[src/gsdc_pkg.sv]
// ----------------------------------------------------------------------------
// gsdc_pkg
// Types, constants and helpers shared by the grid segment digit classifier.
// ----------------------------------------------------------------------------
package gsdc_pkg;

  localparam int DIM_W         = 9;
  localparam int PIX_W         = 8;
  localparam int DIGIT_W       = 4;
  localparam int CNT_W         = 16;
  localparam int NUM_CELLS     = 15;
  localparam int CELL_W        = 4;
  localparam int MUL_W         = DIM_W + 1;
  localparam int T_W           = 2 * DIM_W;
  localparam int FIFO_DEPTH    = 4;
  localparam int MAX_WIDTH_DEF  = 256;
  localparam int MAX_HEIGHT_DEF = 256;

  localparam logic [DIM_W-1:0]  RESET_DIM = DIM_W'(32);
  localparam logic [CELL_W-1:0] CELL_NONE = CELL_W'(15);
  localparam logic [CNT_W-1:0]  CNT_MAX   = '1;

  // Exact reciprocals for 9-bit operands.
  localparam logic [15:0] DIV3_MUL   = 16'd43691;
  localparam int          DIV3_SHIFT = 17;
  localparam logic [15:0] DIV5_MUL   = 16'd52429;
  localparam int          DIV5_SHIFT = 18;

  // Segment order: top, mid, bottom, left-top, left-bottom, right-top, right-bottom.
  localparam logic [6:0] SEG_D0 = 7'b1011111;
  localparam logic [6:0] SEG_D1 = 7'b0000011;
  localparam logic [6:0] SEG_D2 = 7'b1110110;
  localparam logic [6:0] SEG_D3 = 7'b1110011;
  localparam logic [6:0] SEG_D4 = 7'b0101111;
  localparam logic [6:0] SEG_D5 = 7'b1111001;
  localparam logic [6:0] SEG_D6 = 7'b1111101;
  localparam logic [6:0] SEG_D7 = 7'b1000011;
  localparam logic [6:0] SEG_D8 = 7'b1111111;
  localparam logic [6:0] SEG_D9 = 7'b1111011;

  typedef enum logic [0:0] {
    REG_IMAGE_WIDTH  = 1'b0,
    REG_IMAGE_HEIGHT = 1'b1
  } cfg_idx_t;

  typedef struct packed {
    logic [PIX_W-1:0] pixel_value;
    logic             start_of_frame;
  } in_item_t;

  typedef struct packed {
    logic [DIGIT_W-1:0] digit;
    logic               recognized;
  } out_item_t;

  typedef struct packed {
    cfg_idx_t         index;
    logic [DIM_W-1:0] value;
  } cfg_item_t;

  typedef struct packed {
    logic [DIM_W-1:0] w;
    logic [DIM_W-1:0] h;
    logic [MUL_W-1:0] gw1;
    logic [MUL_W-1:0] gw2;
    logic [MUL_W-1:0] gw3;
    logic [MUL_W-1:0] gh1;
    logic [MUL_W-1:0] gh2;
    logic [MUL_W-1:0] gh3;
    logic [MUL_W-1:0] gh4;
    logic [MUL_W-1:0] gh5;
    logic [T_W-1:0]   t;
  } geom_t;

  typedef struct packed {
    logic              clear;
    logic              black;
    logic              upd;
    logic [CELL_W-1:0] cell_idx;
    logic [DIM_W-1:0]  x;
    logic [DIM_W-1:0]  y;
    logic              last;
  } op_t;

  typedef struct packed {
    logic [DIM_W-1:0] min_x;
    logic [DIM_W-1:0] max_x;
    logic [DIM_W-1:0] min_y;
    logic [DIM_W-1:0] max_y;
  } box_t;

  typedef logic [NUM_CELLS-1:0][CNT_W-1:0] counts_t;

  typedef struct packed {
    counts_t        counts;
    box_t           box;
    logic [T_W-1:0] t;
  } snap_t;

  function automatic logic [DIM_W-1:0] eff_dim(input logic [DIM_W-1:0] v,
                                               input int unsigned maxv);
    logic [DIM_W-1:0] r;
    r = v;
    if (v == '0) begin
      r = DIM_W'(1);
    end else if (32'(v) > maxv) begin
      r = DIM_W'(maxv);
    end
    return r;
  endfunction

endpackage

[src/gsdc_stream_if.sv]
// ----------------------------------------------------------------------------
// gsdc_stream_if
// Valid/ready channel carrying one payload of a chosen type per transaction.
// ----------------------------------------------------------------------------
interface gsdc_stream_if #(
  parameter type T = logic
);
  logic valid;
  logic ready;
  T     data;

  modport source (output valid, output data, input ready);
  modport sink   (input valid, input data, output ready);
endinterface

[src/grid_segment_digit_classifier.sv]
// ----------------------------------------------------------------------------
// grid_segment_digit_classifier
// Counts black pixels of a raster frame in a 5x3 grid, tracks the bounding
// box and classifies the frame as a digit after its last pixel.
//
//   Channel  Dir  Payload                         Transaction
//   in_ch    in   pixel_value, start_of_frame     one pixel
//   out_ch   out  digit, recognized               one result per frame
//   cfg_ch   in   index, value                    one register write
//
// One pixel is taken per cycle while the queue has room and no geometry
// recompute is pending; the front path decodes position and cell, and the
// counter update runs behind it across the queue. With out_ch ready, the
// last pixel of a frame passes the queue entry and the snapshot, segment and
// output registers before out_ch.valid rises. After reset and after each
// register write, in_ch.ready is low while the frame geometry is recomputed.
// A stalled out_ch fills the result pipeline and then the 4-entry queue
// before in_ch.ready drops.
// ----------------------------------------------------------------------------
module grid_segment_digit_classifier
  import gsdc_pkg::*;
#(
  parameter int MAX_WIDTH  = MAX_WIDTH_DEF,
  parameter int MAX_HEIGHT = MAX_HEIGHT_DEF
) (
  input  logic          clk,
  input  logic          rst_n,
  gsdc_stream_if.sink   in_ch,
  gsdc_stream_if.source out_ch,
  gsdc_stream_if.sink   cfg_ch
);

  logic  push, full, pop, empty, snap_valid, snap_ready;
  op_t   push_op, pop_op;
  geom_t geom;
  snap_t snap;

  gsdc_front #(
    .MAX_WIDTH  (MAX_WIDTH),
    .MAX_HEIGHT (MAX_HEIGHT)
  ) u_front (
    .clk       (clk),
    .rst_n     (rst_n),
    .in_ch     (in_ch),
    .cfg_ch    (cfg_ch),
    .fifo_full (full),
    .push      (push),
    .push_op   (push_op),
    .geom      (geom)
  );

  gsdc_fifo u_fifo (
    .clk     (clk),
    .rst_n   (rst_n),
    .push    (push),
    .push_op (push_op),
    .full    (full),
    .pop     (pop),
    .pop_op  (pop_op),
    .empty   (empty)
  );

  gsdc_back u_back (
    .clk        (clk),
    .rst_n      (rst_n),
    .empty      (empty),
    .op         (pop_op),
    .geom       (geom),
    .pop        (pop),
    .snap_valid (snap_valid),
    .snap       (snap),
    .snap_ready (snap_ready)
  );

  gsdc_classify u_classify (
    .clk        (clk),
    .rst_n      (rst_n),
    .snap_valid (snap_valid),
    .snap       (snap),
    .snap_ready (snap_ready),
    .out_ch     (out_ch)
  );

endmodule

[src/gsdc_front.sv]
// ----------------------------------------------------------------------------
// gsdc_front
// Configuration registers, frame geometry, raster position and cell lookup.
// ----------------------------------------------------------------------------
module gsdc_front
  import gsdc_pkg::*;
#(
  parameter int MAX_WIDTH  = MAX_WIDTH_DEF,
  parameter int MAX_HEIGHT = MAX_HEIGHT_DEF
) (
  input  logic          clk,
  input  logic          rst_n,
  gsdc_stream_if.sink   in_ch,
  gsdc_stream_if.sink   cfg_ch,
  input  logic          fifo_full,
  output logic          push,
  output op_t           push_op,
  output geom_t         geom
);

  logic [DIM_W-1:0] width_r, height_r;
  logic [1:0]       hold_r;
  logic [DIM_W-1:0] w_a_r, h_a_r, gw_a_r, gh_a_r;
  geom_t            geom_r;
  logic [DIM_W-1:0] col_r, row_r;

  logic [DIM_W-1:0] w_eff, h_eff;
  logic [24:0]      w_prod, h_prod;
  logic             accept;
  logic [DIM_W-1:0] x0, y0;
  logic [MUL_W-1:0] x0e, y0e, col_inc, row_inc;
  logic             active, wrap, last;
  logic [1:0]       cidx;
  logic [2:0]       ridx;
  logic             cok, rok;
  logic [DIM_W-1:0] col_nxt, row_nxt;

  assign cfg_ch.ready = 1'b1;
  assign in_ch.ready  = !fifo_full && (hold_r == '0);
  assign accept       = in_ch.valid && in_ch.ready;
  assign geom         = geom_r;

  always_ff @(posedge clk) begin
    if (!rst_n) begin
      width_r  <= RESET_DIM;
      height_r <= RESET_DIM;
      hold_r   <= 2'd3;
    end else if (cfg_ch.valid) begin
      hold_r <= 2'd3;
      case (cfg_ch.data.index)
        REG_IMAGE_WIDTH:  width_r  <= cfg_ch.data.value;
        REG_IMAGE_HEIGHT: height_r <= cfg_ch.data.value;
        default: ;
      endcase
    end else if (hold_r != '0) begin
      hold_r <= hold_r - 2'd1;
    end
  end

  assign w_eff  = eff_dim(width_r, MAX_WIDTH);
  assign h_eff  = eff_dim(height_r, MAX_HEIGHT);
  assign w_prod = 25'(w_eff) * 25'(DIV3_MUL);
  assign h_prod = 25'(h_eff) * 25'(DIV5_MUL);

  always_ff @(posedge clk) begin
    w_a_r  <= w_eff;
    h_a_r  <= h_eff;
    gw_a_r <= DIM_W'(w_prod >> DIV3_SHIFT);
    gh_a_r <= DIM_W'(h_prod >> DIV5_SHIFT);

    geom_r.w   <= w_a_r;
    geom_r.h   <= h_a_r;
    geom_r.gw1 <= MUL_W'(gw_a_r);
    geom_r.gw2 <= MUL_W'(gw_a_r) << 1;
    geom_r.gw3 <= (MUL_W'(gw_a_r) << 1) + MUL_W'(gw_a_r);
    geom_r.gh1 <= MUL_W'(gh_a_r);
    geom_r.gh2 <= MUL_W'(gh_a_r) << 1;
    geom_r.gh3 <= (MUL_W'(gh_a_r) << 1) + MUL_W'(gh_a_r);
    geom_r.gh4 <= MUL_W'(gh_a_r) << 2;
    geom_r.gh5 <= (MUL_W'(gh_a_r) << 2) + MUL_W'(gh_a_r);
    geom_r.t   <= T_W'(gh_a_r) * T_W'(gw_a_r);
  end

  always_comb begin
    x0      = in_ch.data.start_of_frame ? '0 : col_r;
    y0      = in_ch.data.start_of_frame ? '0 : row_r;
    x0e     = MUL_W'(x0);
    y0e     = MUL_W'(y0);
    active  = (y0 < geom_r.h);
    col_inc = x0e + MUL_W'(1);
    row_inc = y0e + MUL_W'(1);
    wrap    = (col_inc >= MUL_W'(geom_r.w));
    col_nxt = wrap ? '0 : DIM_W'(col_inc);
    row_nxt = wrap ? DIM_W'(row_inc) : y0;
    last    = wrap && (row_inc >= MUL_W'(geom_r.h));

    cok  = 1'b1;
    cidx = 2'd0;
    if (x0e < geom_r.gw1) begin
      cidx = 2'd0;
    end else if (x0e < geom_r.gw2) begin
      cidx = 2'd1;
    end else if (x0e < geom_r.gw3) begin
      cidx = 2'd2;
    end else begin
      cok = 1'b0;
    end

    rok  = 1'b1;
    ridx = 3'd0;
    if (y0e < geom_r.gh1) begin
      ridx = 3'd0;
    end else if (y0e < geom_r.gh2) begin
      ridx = 3'd1;
    end else if (y0e < geom_r.gh3) begin
      ridx = 3'd2;
    end else if (y0e < geom_r.gh4) begin
      ridx = 3'd3;
    end else if (y0e < geom_r.gh5) begin
      ridx = 3'd4;
    end else begin
      rok = 1'b0;
    end

    push             = accept && active;
    push_op.clear    = in_ch.data.start_of_frame;
    push_op.black    = (in_ch.data.pixel_value == '0);
    push_op.upd      = push_op.black && cok && rok;
    push_op.cell_idx = (cok && rok)
                     ? (CELL_W'({ridx, 1'b0}) + CELL_W'(ridx) + CELL_W'(cidx))
                     : CELL_NONE;
    push_op.x        = x0;
    push_op.y        = y0;
    push_op.last     = last;
  end

  always_ff @(posedge clk) begin
    if (!rst_n) begin
      col_r <= '0;
      row_r <= '0;
    end else if (push) begin
      col_r <= col_nxt;
      row_r <= row_nxt;
    end
  end

endmodule

[src/gsdc_fifo.sv]
// ----------------------------------------------------------------------------
// gsdc_fifo
// Short register queue of pixel operations between the front and back parts.
// ----------------------------------------------------------------------------
module gsdc_fifo
  import gsdc_pkg::*;
(
  input  logic clk,
  input  logic rst_n,
  input  logic push,
  input  op_t  push_op,
  output logic full,
  input  logic pop,
  output op_t  pop_op,
  output logic empty
);

  localparam int PTR_W = $clog2(FIFO_DEPTH);
  localparam int CNT_W_Q = $clog2(FIFO_DEPTH + 1);

  op_t                mem_r [FIFO_DEPTH];
  logic [PTR_W-1:0]   wr_ptr_r, rd_ptr_r;
  logic [CNT_W_Q-1:0] count_r;

  assign full   = (count_r == CNT_W_Q'(FIFO_DEPTH));
  assign empty  = (count_r == '0);
  assign pop_op = mem_r[rd_ptr_r];

  always_ff @(posedge clk) begin
    if (push) begin
      mem_r[wr_ptr_r] <= push_op;
    end
  end

  always_ff @(posedge clk) begin
    if (!rst_n) begin
      wr_ptr_r <= '0;
      rd_ptr_r <= '0;
      count_r  <= '0;
    end else begin
      if (push) begin
        wr_ptr_r <= wr_ptr_r + PTR_W'(1);
      end
      if (pop) begin
        rd_ptr_r <= rd_ptr_r + PTR_W'(1);
      end
      if (push && !pop) begin
        count_r <= count_r + CNT_W_Q'(1);
      end else if (pop && !push) begin
        count_r <= count_r - CNT_W_Q'(1);
      end
    end
  end

  a_count_bound: assert property (@(posedge clk) disable iff (!rst_n)
    count_r <= CNT_W_Q'(FIFO_DEPTH))
    else $error("queue fill count beyond depth");

  a_no_overflow: assert property (@(posedge clk) disable iff (!rst_n)
    full |-> !(push && !pop))
    else $error("push into a full queue");

  a_no_underflow: assert property (@(posedge clk) disable iff (!rst_n)
    empty |-> !pop)
    else $error("pop from an empty queue");

endmodule

[src/gsdc_back.sv]
// ----------------------------------------------------------------------------
// gsdc_back
// Applies queued pixel operations to the cell counters and bounding box.
// ----------------------------------------------------------------------------
module gsdc_back
  import gsdc_pkg::*;
(
  input  logic  clk,
  input  logic  rst_n,
  input  logic  empty,
  input  op_t   op,
  input  geom_t geom,
  output logic  pop,
  output logic  snap_valid,
  output snap_t snap,
  input  logic  snap_ready
);

  counts_t counts_r, counts_base, counts_nxt;
  box_t    box_r, box_base, box_nxt;

  assign pop        = !empty && (!op.last || snap_ready);
  assign snap_valid = pop && op.last;

  always_comb begin
    if (op.clear) begin
      counts_base   = '0;
      box_base.min_x = geom.w;
      box_base.max_x = '0;
      box_base.min_y = geom.h;
      box_base.max_y = '0;
    end else begin
      counts_base = counts_r;
      box_base    = box_r;
    end

    counts_nxt = counts_base;
    for (int i = 0; i < NUM_CELLS; i++) begin
      if (op.upd && (op.cell_idx == CELL_W'(i)) && (counts_base[i] != CNT_MAX)) begin
        counts_nxt[i] = counts_base[i] + CNT_W'(1);
      end
    end

    box_nxt = box_base;
    if (op.black) begin
      if (op.x < box_base.min_x) box_nxt.min_x = op.x;
      if (op.x > box_base.max_x) box_nxt.max_x = op.x;
      if (op.y < box_base.min_y) box_nxt.min_y = op.y;
      if (op.y > box_base.max_y) box_nxt.max_y = op.y;
    end

    snap.counts = counts_nxt;
    snap.box    = box_nxt;
    snap.t      = geom.t;
  end

  always_ff @(posedge clk) begin
    if (!rst_n) begin
      counts_r    <= '0;
      box_r.min_x <= RESET_DIM;
      box_r.max_x <= '0;
      box_r.min_y <= RESET_DIM;
      box_r.max_y <= '0;
    end else if (pop) begin
      counts_r <= counts_nxt;
      box_r    <= box_nxt;
    end
  end

endmodule

[src/gsdc_classify.sv]
// ----------------------------------------------------------------------------
// gsdc_classify
// Segment flags, pattern match and aspect-ratio fallback for a finished frame.
// ----------------------------------------------------------------------------
module gsdc_classify
  import gsdc_pkg::*;
(
  input  logic           clk,
  input  logic           rst_n,
  input  logic           snap_valid,
  input  snap_t          snap,
  output logic           snap_ready,
  gsdc_stream_if.source  out_ch
);

  localparam int SUM_W = CNT_W + 2;
  localparam int CMP_W = T_W + 2;
  localparam int ASP_W = DIM_W + 4;

  logic               s1_valid_r, s2_valid_r, out_valid_r;
  snap_t              s1_r;
  logic [6:0]         seg_r;
  logic               degen_r;
  logic [DIM_W-1:0]   dx_r, dy_r;
  out_item_t          out_r;

  logic               out_adv, s2_adv;
  logic [6:0]         seg;
  out_item_t          res;
  logic [ASP_W-1:0]   dx, dy, dx5, dx10, dy3, dy4, dy6, dy7, dy13;

  function automatic logic seg_on(input logic [SUM_W-1:0] sum,
                                  input logic [1:0] n,
                                  input logic [T_W-1:0] t);
    logic [CMP_W-1:0] lhs, rhs;
    lhs = CMP_W'(sum) << 2;
    rhs = CMP_W'(t) * CMP_W'(n);
    return lhs > rhs;
  endfunction

  assign out_adv      = !out_valid_r || out_ch.ready;
  assign s2_adv       = !s2_valid_r || out_adv;
  assign snap_ready   = !s1_valid_r || s2_adv;
  assign out_ch.valid = out_valid_r;
  assign out_ch.data  = out_r;

  always_comb begin
    seg[6] = seg_on(SUM_W'(s1_r.counts[0]) + SUM_W'(s1_r.counts[1])
                    + SUM_W'(s1_r.counts[2]), 2'd3, s1_r.t);
    seg[5] = seg_on(SUM_W'(s1_r.counts[6]) + SUM_W'(s1_r.counts[7])
                    + SUM_W'(s1_r.counts[8]), 2'd3, s1_r.t);
    seg[4] = seg_on(SUM_W'(s1_r.counts[12]) + SUM_W'(s1_r.counts[13])
                    + SUM_W'(s1_r.counts[14]), 2'd3, s1_r.t);
    seg[3] = seg_on(SUM_W'(s1_r.counts[0]) + SUM_W'(s1_r.counts[3]), 2'd2, s1_r.t);
    seg[2] = seg_on(SUM_W'(s1_r.counts[9]) + SUM_W'(s1_r.counts[12]), 2'd2, s1_r.t);
    seg[1] = seg_on(SUM_W'(s1_r.counts[2]) + SUM_W'(s1_r.counts[5]), 2'd2, s1_r.t);
    seg[0] = seg_on(SUM_W'(s1_r.counts[11]) + SUM_W'(s1_r.counts[14]), 2'd2, s1_r.t);
  end

  always_comb begin
    dx   = ASP_W'(dx_r);
    dy   = ASP_W'(dy_r);
    dx5  = (dx << 2) + dx;
    dx10 = (dx << 3) + (dx << 1);
    dy3  = (dy << 1) + dy;
    dy4  = dy << 2;
    dy6  = (dy << 2) + (dy << 1);
    dy7  = (dy << 3) - dy;
    dy13 = (dy << 3) + (dy << 2) + dy;

    res.recognized = 1'b1;
    res.digit      = DIGIT_W'(0);
    case (seg_r)
      SEG_D0: res.digit = DIGIT_W'(0);
      SEG_D1: res.digit = DIGIT_W'(1);
      SEG_D2: res.digit = DIGIT_W'(2);
      SEG_D3: res.digit = DIGIT_W'(3);
      SEG_D4: res.digit = DIGIT_W'(4);
      SEG_D5: res.digit = DIGIT_W'(5);
      SEG_D6: res.digit = DIGIT_W'(6);
      SEG_D7: res.digit = DIGIT_W'(7);
      SEG_D8: res.digit = DIGIT_W'(8);
      SEG_D9: res.digit = DIGIT_W'(9);
      default: begin
        if (degen_r) begin
          res.recognized = 1'b0;
          res.digit      = DIGIT_W'(0);
        end else if ((dx5 > dy4) && (dx5 < dy6)) begin
          res.digit = DIGIT_W'(0);
        end else if (dx5 < dy3) begin
          res.digit = DIGIT_W'(1);
        end else if ((dx10 > dy7) && (dx10 < dy13)) begin
          res.digit = seg_r[5] ? DIGIT_W'(8) : DIGIT_W'(0);
        end else begin
          res.digit = DIGIT_W'(8);
        end
      end
    endcase
  end

  always_ff @(posedge clk) begin
    if (snap_ready) begin
      s1_r <= snap;
    end
    if (s2_adv) begin
      seg_r   <= seg;
      degen_r <= (s1_r.box.max_x <= s1_r.box.min_x) || (s1_r.box.max_y <= s1_r.box.min_y);
      dx_r    <= s1_r.box.max_x - s1_r.box.min_x;
      dy_r    <= s1_r.box.max_y - s1_r.box.min_y;
    end
    if (out_adv) begin
      out_r <= res;
    end
  end

  always_ff @(posedge clk) begin
    if (!rst_n) begin
      s1_valid_r  <= 1'b0;
      s2_valid_r  <= 1'b0;
      out_valid_r <= 1'b0;
    end else begin
      if (snap_ready) s1_valid_r  <= snap_valid;
      if (s2_adv)     s2_valid_r  <= s1_valid_r;
      if (out_adv)    out_valid_r <= s2_valid_r;
    end
  end

  a_unrec_zero: assert property (@(posedge clk) disable iff (!rst_n)
    out_valid_r |-> (out_r.recognized || (out_r.digit == '0)))
    else $error("unrecognized result with nonzero digit");

  a_digit_range: assert property (@(posedge clk) disable iff (!rst_n)
    out_valid_r |-> (out_r.digit <= DIGIT_W'(9)))
    else $error("digit out of range");

endmodule

[src/flat_wrapper.sv]
// flat-port wrapper written by rule: the top's interface ports become plain ports
module grid_segment_digit_classifier_flat import gsdc_pkg::*;
#(
  parameter int MAX_WIDTH  = MAX_WIDTH_DEF,
  parameter int MAX_HEIGHT = MAX_HEIGHT_DEF
)
  (clk, rst_n, in_ch_valid, in_ch_data, in_ch_ready, out_ch_valid, out_ch_data, out_ch_ready, cfg_ch_valid, cfg_ch_data, cfg_ch_ready);
  gsdc_stream_if #(.T(in_item_t)) in_ch_i ();
  gsdc_stream_if #(.T(out_item_t)) out_ch_i ();
  gsdc_stream_if #(.T(cfg_item_t)) cfg_ch_i ();
  input  logic clk;
  input  logic rst_n;
  input wire logic [$bits(in_ch_i.valid)-1:0] in_ch_valid;
  input wire logic [$bits(in_ch_i.data)-1:0] in_ch_data;
  output wire logic [$bits(in_ch_i.ready)-1:0] in_ch_ready;
  output wire logic [$bits(out_ch_i.valid)-1:0] out_ch_valid;
  output wire logic [$bits(out_ch_i.data)-1:0] out_ch_data;
  input wire logic [$bits(out_ch_i.ready)-1:0] out_ch_ready;
  input wire logic [$bits(cfg_ch_i.valid)-1:0] cfg_ch_valid;
  input wire logic [$bits(cfg_ch_i.data)-1:0] cfg_ch_data;
  output wire logic [$bits(cfg_ch_i.ready)-1:0] cfg_ch_ready;
  assign in_ch_i.valid = in_ch_valid;
  assign in_ch_i.data = in_ch_data;
  assign in_ch_ready = in_ch_i.ready;
  assign out_ch_valid = out_ch_i.valid;
  assign out_ch_data = out_ch_i.data;
  assign out_ch_i.ready = out_ch_ready;
  assign cfg_ch_i.valid = cfg_ch_valid;
  assign cfg_ch_i.data = cfg_ch_data;
  assign cfg_ch_ready = cfg_ch_i.ready;
  grid_segment_digit_classifier #(.MAX_WIDTH(MAX_WIDTH), .MAX_HEIGHT(MAX_HEIGHT)) u_core (.clk(clk), .rst_n(rst_n), .in_ch(in_ch_i), .out_ch(out_ch_i), .cfg_ch(cfg_ch_i));
endmodule
[config.mk]
export PLATFORM = sky130hd
export DESIGN_NAME = grid_segment_digit_classifier_flat
export DESIGN_NICKNAME = d
export VERILOG_FILES = /design/src/gsdc_pkg.sv /design/src/gsdc_stream_if.sv /design/src/grid_segment_digit_classifier.sv /design/src/gsdc_front.sv /design/src/gsdc_fifo.sv /design/src/gsdc_back.sv /design/src/gsdc_classify.sv /design/src/flat_wrapper.sv
export SDC_FILE = /design/constraint.sdc
export NUM_CORES = 2
export LEC_CHECK = 0
export ABC_AREA = 1
export BUFFER_PORTS_ARGS = -buffer_cell sky130_fd_sc_hd__buf_2
export CAP_MARGIN = 10
export CORE_MARGIN = 2
export CORE_UTILIZATION = 55
export CTS_BUF_LIST = sky130_fd_sc_hd__clkbuf_16
export CTS_CLUSTER_SIZE = 10
export DETAILED_ROUTE_END_ITERATION = 10
export PLACE_DENSITY = 0.71
export SYNTH_ARGS = -nofsm -noshare
export SYNTH_HDL_FRONTEND = slang
export SYNTH_HIERARCHICAL = 1
export SYNTH_SLANG_ARGS = --single-unit
[constraint.sdc]
create_clock -name clk -period 27 [get_ports clk]
set_input_delay 8.1 -clock clk [delete_from_list [all_inputs] [get_ports clk]]
set_output_delay 8.1 -clock clk [all_outputs]
set_load 0.05 [all_outputs]
* Word level (Yosys, flattened, before mapping)
Memories as Yosys holds them, arrays and structs flattened. A register that Yosys moved wholly into a read port is not among the register bits.
Index checks and enable logic that the tools add are counted.
** Word-level totals
- Flip-flop bits (word level) :: 724
- RAM bits :: 104
- Bits of input ports :: 24
- Output and inout port bits :: 8
- Logic and storage cells :: 318
- Memories kept :: 1
** Memory list
- u_core.u_fifo.mem_r :: depth 4, width 26, rd ports 1, clocked after memory_dff 1, wr ports 1, RTL line gsdc_fifo.sv:21 : op_t mem_r [FIFO_DEPTH];
** Operators by class
- Add/sub/neg operators :: 46
- Multiply operators :: 4
- Order comparisons :: 31
- Equal/unequal tests :: 40
- Muxes and demuxes :: 60
- Bitwise gates (word level) :: 2
- Reduce and logical (&&, ||, !) cells :: 68
** Operators by type and width (number)
- adder 16 x 1 -> 16 bit (second input constant) :: 15
- two-way mux 16 bit :: 15
- two-way mux 240 bit :: 1
- != test 16 bit (second input constant) :: 15
- adder 16 x 16 -> 17 bit :: 7
- two-way mux 9 bit :: 12
- greater-than comparator 19 x 16 -> 1 bit :: 4
- two-way mux 36 bit :: 2
- greater-than comparator 20 bit :: 3
- equality test 7 bit (second input constant) :: 8
- adder 17 x 16 -> 18 bit :: 3
- < comparator 9 bit :: 6
- multiplier 9 x 16 -> 25 bit (second input constant) :: 2
- logical AND 1 bit :: 43
- one-hot mux 4 bit (10 select lines) :: 1
- equality test 4 bit (second input constant) :: 7
- two-way mux 4 bit :: 6
- two-way mux 3 bit :: 7
- adder 9 x 1 -> 10 bit (second input constant) :: 2
- greater-or-equal comparator 10 x 9 -> 1 bit :: 2
- < comparator 9 x 10 -> 1 bit :: 2
- greater-than comparator 9 bit :: 2
- greater-than comparator 9 bit (second input constant) :: 2
- <= comparator 9 bit :: 2
- other kinds (46) :: 82

* Depth between registers and ports, before layout
- Depth after elaboration :: 10
- Gate-level depth with buffers :: 29
- Mapped depth without buffers :: 29

* Cells and area by module
The synthesis kept the hierarchy.
** By module, submodules not included
- gsdc_back :: instances 1, cells each 4550, area each 24777.5 µm², sequential area each 5525.3 µm²
- gsdc_classify :: instances 1, cells each 2366, area each 22806.9 µm², sequential area each 8858.5 µm²
- gsdc_front :: instances 1, cells each 1712, area each 13290.2 µm², sequential area each 2882.8 µm²
- gsdc_fifo :: instances 1, cells each 309, area each 4290.4 µm², sequential area each 3303.2 µm²

* Worst setup path after synthesis
No wires, ideal clock.
- Path type :: input to register
- Start point :: input port out_ch_ready
- End point :: register u_core.u_fifo.count_r[1]
- Setup time :: 0.116 ns
- Arrival time :: 16.178 ns
- Required time :: 26.884 ns
- Slack :: 10.706 ns
- Cell stages on the path :: 14
- Buffers on the path :: 2
- Cell sequence :: inv_1 nand2_1 nor2_1 nand2_1 inv_1 a21oi_1 clkbuf_1 clkbuf_1 inv_1 ha_1 inv_1 fa_1 o21ai_0 nor2_1
** On the way
- Cells in the longest elaborated chain, start to end :: 8
- Elaborated cells between the ends (all ways) :: 10
- Those cells by class :: mux: 1; reduce/logical: 9
** Ends and longest elaborated chain
- start: declaration :: RTL line flat_wrapper.sv:18 : input wire logic [$bits(out_ch_i.ready)-1:0] out_ch_ready;
- logical OR 1 bit (*) :: RTL line gsdc_classify.sv:41 : assign out_adv = !out_valid_r || out_ch.ready;
- net u_core.u_classify.out_adv :: RTL line gsdc_classify.sv:27 : logic out_adv, s2_adv;
- logical OR 1 bit (*) :: RTL line gsdc_classify.sv:42 : assign s2_adv = !s2_valid_r || out_adv;
- logical OR 1 bit (*) :: RTL line gsdc_classify.sv:43 : assign snap_ready = !s1_valid_r || s2_adv;
- net u_core.snap_ready :: RTL line grid_segment_digit_classifier.sv:33 : logic push, full, pop, empty, snap_valid, snap_ready;
- logical OR 1 bit (*) :: RTL line gsdc_back.sv:22 : assign pop = !empty && (!op.last || snap_ready);
- logical AND 1 bit (*) :: RTL line gsdc_back.sv:22
- net u_core.pop :: RTL line grid_segment_digit_classifier.sv:33
- zero test 1 bit :: RTL line gsdc_fifo.sv:47 : if (push && !pop) begin
- logical AND 1 bit :: RTL line gsdc_fifo.sv:47
- two-way mux 3 bit or nonzero test 2 bit (tied branches)
- end signal: assignment :: RTL line gsdc_fifo.sv:48 : count_r <= count_r + CNT_W_Q'(1);
- end signal: assignment :: RTL line gsdc_fifo.sv:50 : count_r <= count_r - CNT_W_Q'(1);
- end: declaration :: RTL line gsdc_fifo.sv:23 : logic [CNT_W_Q-1:0] count_r;
The timed path passes the listed nets; every way through them passes the cells marked *.
A chain may end at the register's enable or synchronous reset.

* Worst setup path in the final report
- Start point :: input port out_ch_ready
- End point :: register u_core/u_back/counts_r[41] (netlist name)
** On the way
- Cells in the longest elaborated chain, start to end :: 5
** Ends and longest elaborated chain
- logical OR 1 bit :: RTL line gsdc_classify.sv:41
- net u_core.u_classify.out_adv :: RTL line gsdc_classify.sv:27
- logical OR 1 bit :: RTL line gsdc_classify.sv:42
- logical OR 1 bit :: RTL line gsdc_classify.sv:43
- net u_core.snap_ready :: RTL line grid_segment_digit_classifier.sv:33
- logical OR 1 bit :: RTL line gsdc_back.sv:22
- logical AND 1 bit :: RTL line gsdc_back.sv:22
- net u_core.pop :: RTL line grid_segment_digit_classifier.sv:33
- end signal: assignment :: RTL line gsdc_back.sv:65 : counts_r <= counts_nxt;
- end: declaration :: RTL line gsdc_back.sv:19 : counts_t counts_r, counts_base, counts_nxt;
The timed path passes the listed nets, and every way through them passes these cells.

==> results.sh <==
export IMPL_root_buffer="clkbuf_16"
export IMPL_first_global_vias=51300
export IMPL_fin_crit_ns=11.67
export IMPL_switching_share=0.494
export IMPL_antenna_found_initial=2
export IMPL_p_clk_frac=0.148
export IMPL_post_cts_buffers=0
export IMPL_gp_congestion=0.958
export IMPL_p_seq_frac=0.252
export IMPL_wire_per_inst_um=16.2
export IMPL_hold_ws_ns=0.315
export IMPL_rows=123
export IMPL_wl_um=160000
export IMPL_syn_inst=8375
export IMPL_fin_tns_setup_ns=0
export IMPL_required_ns=27.60
export IMPL_setup_violations_final=0
export IMPL_final_area_sq_um=66100
export IMPL_fp_dieArea_sq_um=116000
export IMPL_fin_crit_sh=0.432
export IMPL_post_route_util=0.589
export IMPL_clk_pin_slew_ns=0.06
export IMPL_clockBufferDepth=3
export IMPL_drv_cap=0
export IMPL_startpoint_type="input pin"
export IMPL_maxSlewHeadroom=0.0936
export IMPL_drive_gt1_frac=0.0456
export IMPL_tightest_slew_ns=1.36
export IMPL_via_per_inst=5.47
export IMPL_synth_area_sq_um=62100
export IMPL_cts_buffers=97
export IMPL_fp_coreArea_sq_um=112000
export IMPL_grt_util_all_layers=0.273
export IMPL_ios=32
export IMPL_grt_first_pass_wirelength_um=259000
export IMPL_timing_worst_setup_path_type="in2reg"
export IMPL_syn_avg_cell_area_sq_um=7.41
export IMPL_setup_slack_ns=15.33
export IMPL_die_h_um=340
export IMPL_endpoint_kind="flop"
export IMPL_clk_latency_ns=0.70
export IMPL_hp_class="reg2reg"
export IMPL_critPathMaxFanout=78
export IMPL_critPathArrivalTime_ns=12.27
export IMPL_overflow=0
export IMPL_nNetsFinal=9124
export IMPL_grt_max_degree=176
export IMPL_combPwrFrac=0.600
export IMPL_drc=0
export IMPL_die_w_um=340
export IMPL_cts_hold_buf=0
export IMPL_portBuffers=30
export IMPL_hold_viol_final=0
export IMPL_clock_sinks=797
export IMPL_cts_resized=0
export IMPL_p_sw_mw=4.08
export IMPL_num_vias=54100
export IMPL_yosysWarnings=6
export IMPL_max_freq_mhz=85.7
export IMPL_slew_viol_final=0
export IMPL_syn_to_final_growth_pct=6.44
export IMPL_dpl_worst_slack_ns=14.65
export IMPL_cts_tree="done"
export IMPL_antenna_left=0
export IMPL_drtPass1Iterations=6
export IMPL_initial_utilization=0.553
export IMPL_run_status="completed"
export IMPL_htree_num_levels=3
export IMPL_clock_skew_ns=0.0478
export IMPL_dp_hpwl_um=118000
export IMPL_post_dp_cell_area_sq_um=63100
export IMPL_grt_setup_unrepaired="no"
export IMPL_power_internal_mw=4.18
export IMPL_power_density_nw_per_um2=125
export IMPL_drtIter0Drc=4202
export IMPL_peakVddDrop_mv=0.0972
export IMPL_leakage_nw=34.7
## sequential cells by signal, indices dropped and copies added (netlist names), 36 cells and up, named ones only
name	cells
u_core/u_back/box_r	36
u_core/u_back/counts_r	208
u_core/u_classify/s1_r	262
u_core/u_fifo/mem_r	104
u_core/u_front/geom	73
## routing by layer
metal	up-vias	routed length [um]	GRT usage
met5	-	13	0
met2	1659	73200	0.451
met4	2	3460	0.0784
met3	248	10700	0.0307
met1	25100	72800	0.378
li1	27000	-	-
## final timing paths
path	startpoint	to	slack (ns)	cells past startpoint
worst min-delay path	u_core/u_front/w_a_r[3]	u_core/u_front/geom[110]	0.32	0
worst min register to register	u_core/u_front/w_a_r[3]	u_core/u_front/geom[110]	0.32	0
worst max register to register	flop	u_core/u_back/counts_r[121]	21.22	17
worst max-delay path	out_ch_ready	u_core/u_back/counts_r[41]	15.33	14
## cell usage in the layout (no fill, tap or decap), types with 34 or more instances in the layout
cell type / instances
a21oi_1: 580
xnor2_1: 77
inv_1: 1313
xor2_1: 212
nand4_1: 159
o21ai_0: 226
ha_1: 660
o21bai_1: 34
o21ai_1: 40
nor2_1: 764
edfxtp_1: 397
nor2_2: 52
nand2_1: 2190
clkbuf_16: 99
nand2_2: 46
dfxtp_1: 400
nor3_1: 43
nand3_1: 573
fa_1: 134
## power groups by stage
stage / sequential [mW] / clock, mW / combinational [mW]
finish: 2.09 / 1.22 / 4.96
global route: 2.13 / 1.30 / 5.63
CTS: 2.08 / 1.25 / 4.90
detailed placement: 2.10 / 0 / 4.87
global placement: 2.10 / 0 / 4.72
floorplan: 1.95 / 0 / 3.77
## worst max-delay path, stage by stage
cell and delay (ns):
buf_2 0.09, inv_1 0.04, nand2_1 0.16, nor2_1 0.29
nand2_4 0.25, inv_1 0.17, a21oi_4 0.06, buf_4 0.35
inv_6 0.55, buf_4 0.85, buf_4 0.89, a21oi_1 0.16
nand2_1 0.13, inv_1 0.04
## final cells by class
class	count	area, sq um
fillers	10200	46100
multi-input cells	6070	36100
flip-flops and latches	797	19900
inverters	1291	4870
clock buffers	99	2480
well taps	1500	1880
clock inverters	78	509
repair buffers	49	318
diodes	3	7.51
## per-stage QoR
step	cells	power [mW]
2_1_floorplan	8379	5.72
3_3_place_gp	9707	6.82
3_5_place_dp	9707	6.96
4_1_cts	9884	8.24
5_1_grt	9884	9.06
6_report	9887	8.27
Power figures use the tool's default switching activity.
